## src/hw/rtl/blist_pkg.sv

```systemverilog
// Shared types, codes and widths for the bounded array list.
`default_nettype none

package blist_pkg;

    // Defaults for the top-level parameters
    localparam int CAPACITY_DEF   = 64;
    localparam int DATA_WIDTH_DEF = 32;

    // Index and count width large enough for the largest supported capacity
    localparam int IDX_W = 11;

    // Fixed field widths
    localparam int MODE_W   = 4;
    localparam int POS_W    = 6;
    localparam int VALUE_W  = 32;
    localparam int RDVAL_W  = 32;
    localparam int OUTCNT_W = 7;

    localparam int S_TDATA_W = 40;   // position + value, padded to bytes
    localparam int M_TDATA_W = 56;   // 49 result bits, padded to bytes

    // Operation codes carried in tuser
    localparam logic [MODE_W-1:0] MODE_INS_FRONT = 4'd0;
    localparam logic [MODE_W-1:0] MODE_INS_BACK  = 4'd1;
    localparam logic [MODE_W-1:0] MODE_INS_AT    = 4'd2;
    localparam logic [MODE_W-1:0] MODE_REM_FRONT = 4'd3;
    localparam logic [MODE_W-1:0] MODE_REM_BACK  = 4'd4;
    localparam logic [MODE_W-1:0] MODE_REM_AT    = 4'd5;
    localparam logic [MODE_W-1:0] MODE_SEARCH    = 4'd6;
    localparam logic [MODE_W-1:0] MODE_SELECT    = 4'd7;
    localparam logic [MODE_W-1:0] MODE_REPLACE   = 4'd8;

    // Per-cell action broadcast along the chain
    typedef enum logic [1:0] {
        CELL_HOLD   = 2'd0,
        CELL_INSERT = 2'd1,
        CELL_REMOVE = 2'd2,
        CELL_WRITE  = 2'd3
    } cell_op_t;

    // lo: target index (insert/remove/write/select), hi: current count
    typedef struct packed {
        cell_op_t           op;
        logic [IDX_W-1:0]   lo;
        logic [IDX_W-1:0]   hi;
    } cell_ctl_t;

endpackage

`default_nettype wire

```

## src/hw/rtl/blist_cell.sv

```systemverilog
// One list slot: holds an entry, shifts with its neighbors, compares and selects.
`default_nettype none

module blist_cell #(
    parameter int INDEX      = 0,
    parameter int DATA_WIDTH = blist_pkg::DATA_WIDTH_DEF
) (
    input  wire logic                  clk,
    input  wire blist_pkg::cell_ctl_t  ctl,
    input  wire logic [DATA_WIDTH-1:0] value_in,
    input  wire logic [DATA_WIDTH-1:0] left_data,   // from slot INDEX-1
    input  wire logic [DATA_WIDTH-1:0] right_data,  // from slot INDEX+1
    output logic      [DATA_WIDTH-1:0] data_out,
    output logic                       match,
    output logic      [DATA_WIDTH-1:0] hit_data
);
    import blist_pkg::*;

    localparam logic [IDX_W-1:0] MY_IDX   = IDX_W'(INDEX);
    localparam logic [IDX_W:0]   NEXT_IDX = (IDX_W+1)'(INDEX + 1);

    logic [DATA_WIDTH-1:0] data_reg;
    logic [DATA_WIDTH-1:0] data_next;

    always_comb
    begin
        data_next = data_reg;
        unique case (ctl.op)
            CELL_INSERT:
            begin
                if (MY_IDX == ctl.lo)
                begin
                    data_next = value_in;
                end
                else if (MY_IDX > ctl.lo && MY_IDX <= ctl.hi)
                begin
                    data_next = left_data;
                end
            end
            CELL_REMOVE:
            begin
                if (MY_IDX >= ctl.lo && NEXT_IDX < {1'b0, ctl.hi})
                begin
                    data_next = right_data;
                end
            end
            CELL_WRITE:
            begin
                if (MY_IDX == ctl.lo)
                begin
                    data_next = value_in;
                end
            end
            default:
            begin
                data_next = data_reg;
            end
        endcase
    end

    always_ff @(posedge clk)
    begin
        data_reg <= data_next;
    end

    assign data_out = data_reg;
    assign match    = (MY_IDX < ctl.hi) && (data_reg == value_in);
    assign hit_data = (MY_IDX == ctl.lo) ? data_reg : '0;

endmodule

`default_nettype wire

```

## config.mk

```make
export PLATFORM = sky130hd
export DESIGN_NAME = blist_cell
export DESIGN_NICKNAME = d
export VERILOG_FILES = /design/src/hw/rtl/blist_pkg.sv /design/src/hw/rtl/blist_cell.sv
export SDC_FILE = /design/constraint.sdc
export NUM_CORES = 1
export LEC_CHECK = 0
export BUFFER_PORTS_ARGS = -buffer_cell sky130_fd_sc_hd__buf_4
export CAP_MARGIN = 10
export CORE_MARGIN = 4
export CORE_UTILIZATION = 25
export CTS_BUF_LIST = sky130_fd_sc_hd__clkbuf_16
export DETAILED_ROUTE_END_ITERATION = 10
export GPL_TIMING_DRIVEN = 0
export PLACE_DENSITY = 0.53
export SETUP_SLACK_MARGIN = 0.2
export SLEW_MARGIN = 20
export SYNTH_ARGS = -nofsm -noshare
export SYNTH_HDL_FRONTEND = slang
export SYNTH_SLANG_ARGS = --single-unit
export TNS_END_PERCENT = 50
```

## constraint.sdc

```tcl
create_clock -name clk -period 8.6 [get_ports clk]
set_input_delay 0.86 -clock clk [delete_from_list [all_inputs] [get_ports clk]]
set_output_delay 0.86 -clock clk [all_outputs]
set_load 0.005 [all_outputs]
```

==> metrics.yaml <==
status: "complete, no violations"
postRouteAntennaNets: 0
slew_viol_final: 0
p_leak_uw: 0.00186
avgSynthCellArea_sq_um: 9.55
synthArstFlopShare: 0
crit_type: "input pin to output port"
fin_util: 0.423
hp-start: "right_data[1]"
combPwrFrac: 0.211
grt_pass1_vias: 2974
ys.flop_type: "edfxtp_1"
switching_share: 0.241
fp.dieW_microns: 110
ys_warn_count: 0
crit_arrival_ns: 2.23
min_period_ns: 3.09
place_hpwl_mm: 8.93
syn_inst: 274
drv_cap: 0
critPathCaptureType: "output port"
synth.distinct_cells: 18
h-tree-depth: 2
grt_overflow: 0
cts_tree: "yes"
worstMarginPinSlew_ns: 0.597
cts_made_buffers: 5
rows: 37
cts_buffer_depth: 2
io_buffers: 185
via_count: 2901
yosys-top-cells-count: "nand3b_1, nand3_1, and2_1"
hold_buffers: 0
whs_endpoint: "data_out[1]$_DFFE_PP_"
die_h_microns: 110
num-fill-cells: 1092
required_ns: 7.74
synth_area_leader_cell: "edfxtp_1"
grt_max_degree: 18
drtIter0Drc: 166
start_util: 0.255
hold_depth: 3
cp_max_fo: 3
synth_top_area_frac: 0.367
cp-start-kind: "input pin"
die_area_sq_mm: 0.0122
cts_setup_buffers: 0
placed_cells: 596
syn_area_sq_mm: 0.00262
seq_area_frac_synth: 0.367
diodes: 0
hp-class: "input pin to register"
vdd_drop_max_mv: 0.0601
cts_resized: 0
stdcell_count: 604
nets: 588
synth_seq_cells: 32
routed_wl_mm: 11.4
synth_area_leaders: "edfxtp_1, nand3b_1, xor2_1"
whs_ns: 0.875
drc: 0
cts_num_sinks: 32
switchingPower_uw: 106
clkPwrFrac: 0.393
grt_use_total: 0.183
clkTransAtPathRegs_ns: 0.05
gp_congestion: 0.771
grt_setup_unrepaired: "false"
pin_count: 186
largest_reg_flops: 32
p_int_uw: 333
finalSetupTns_ns: 0
timing.slew.headroom: 0.601
antenna_found_initial: 0
hold_violations: 0
drive_above_1_share: 0.436
dr.pass1.iters: 5
grt_first_pass_wirelength_mm: 16.6
p_per_area_mw_per_mm2: 101
viasPerCell: 4.80
core_area_sq_mm: 0.0103
area_delta_synth_final_pct: 66.1
wire_per_inst_microns: 18.9
period_share: 0.359
synth_enable_flop_cells: 32
fmax_ghz: 0.324
setup_violations: 0
synth.most_common_cell: "nand3b_1"
pwr-share-seq: 0.396
syn-num-nets: 395
ctsRootBufferMaster: "clkbuf_16"
-- layout by cell type, fill, tap and decap left out, drive strengths merged --
master	netlist	layout
nor2b	1	1
nand3b	64	64
clkbuf	15	20
edfxtp	32	32
a21oi	1	1
a22oi	32	32
nand3	34	34
nor4	12	12
nor2	3	3
and3	1	1
nor3	2	2
nand4	2	2
and2	33	33
buf	10	196
inv	0	2
clkinv	0	1
xor2	32	32
-- cell families after synthesis --
logic type / after synthesis / share of synthesized area
XOR/XNOR: 32 / 0.107
flip-flops: 32 / 0.367
buffers and inverters: 25 / 0.0531
AND/OR/NAND/NOR: 152 / 0.379
AO/OA/AOI/OAI: 33 / 0.0937
-- metrics by stage --
| stage | power [uW] | setup WS [ns] | cell area [sq um] |
|---|---|---|---|
| after detailed placement | 270 | 5.53 | 4210 |
| after global placement | 268 | 3.92 | 4180 |
| after global routing | 457 | 5.40 | 4350 |
| after floorplan | 210 | 5.29 | 2620 |
| after CTS | 442 | 5.53 | 4350 |
| final | 439 | 5.51 | 4350 |
-- power groups by stage --
| stage | Combinational (uW) | Clock [uW] | Sequential, uW |
|---|---|---|---|
| CTS | 93.6 | 175 | 174 |
| detailed placement | 93.5 | 0 | 177 |
| global route | 102 | 182 | 174 |
| finish | 92.6 | 172 | 174 |
| global placement | 91.4 | 0 | 177 |
| floorplan | 33.6 | 0 | 177 |
-- worst max-delay path, cell delays in order --
cell and delay [ns]:
buf_4 0.13, xor2_1 0.17, nor4_1 0.46, nand4_1 0.20, nor3_1 0.25, buf_4 0.16
-- final cells by class --
type / count / area (sq um) / area share
Multi-Input combinational cell: 217 / 1520 / 0.351
Timing Repair Buffer: 186 / 1420 / 0.326
Sequential cell: 32 / 961 / 0.221
Tap cell: 136 / 170 / 0.0391
Buffer: 25 / 139 / 0.0320
Clock buffer: 5 / 125 / 0.0288
Clock inverter: 3 / 11.3 / 0.00259
-- worst max path at each step --
stage                                  to         start  cells after the start
floorplan           data_out[0]$_DFFE_PP_       ctl[17]                      4
global placement    data_out[1]$_DFFE_PP_       ctl[17]                      5
detailed placement                  match  value_in[26]                      6
CTS                                 match  value_in[26]                      6
global route                        match  value_in[26]                      6
finish                              match  value_in[26]                      6
-- per-layer routing --
layer / part of all wire / track usage / vias up
li1: - / - / 1411
met1: 0.42 / 0.231 / 1373
met2: 0.49 / 0.321 / 111
met3: 0.084 / 0.0454 / 6
met4: 0.0057 / 0.0264 / 0
met5: 0 / 0 / -
Power figures use the tool's default switching activity.
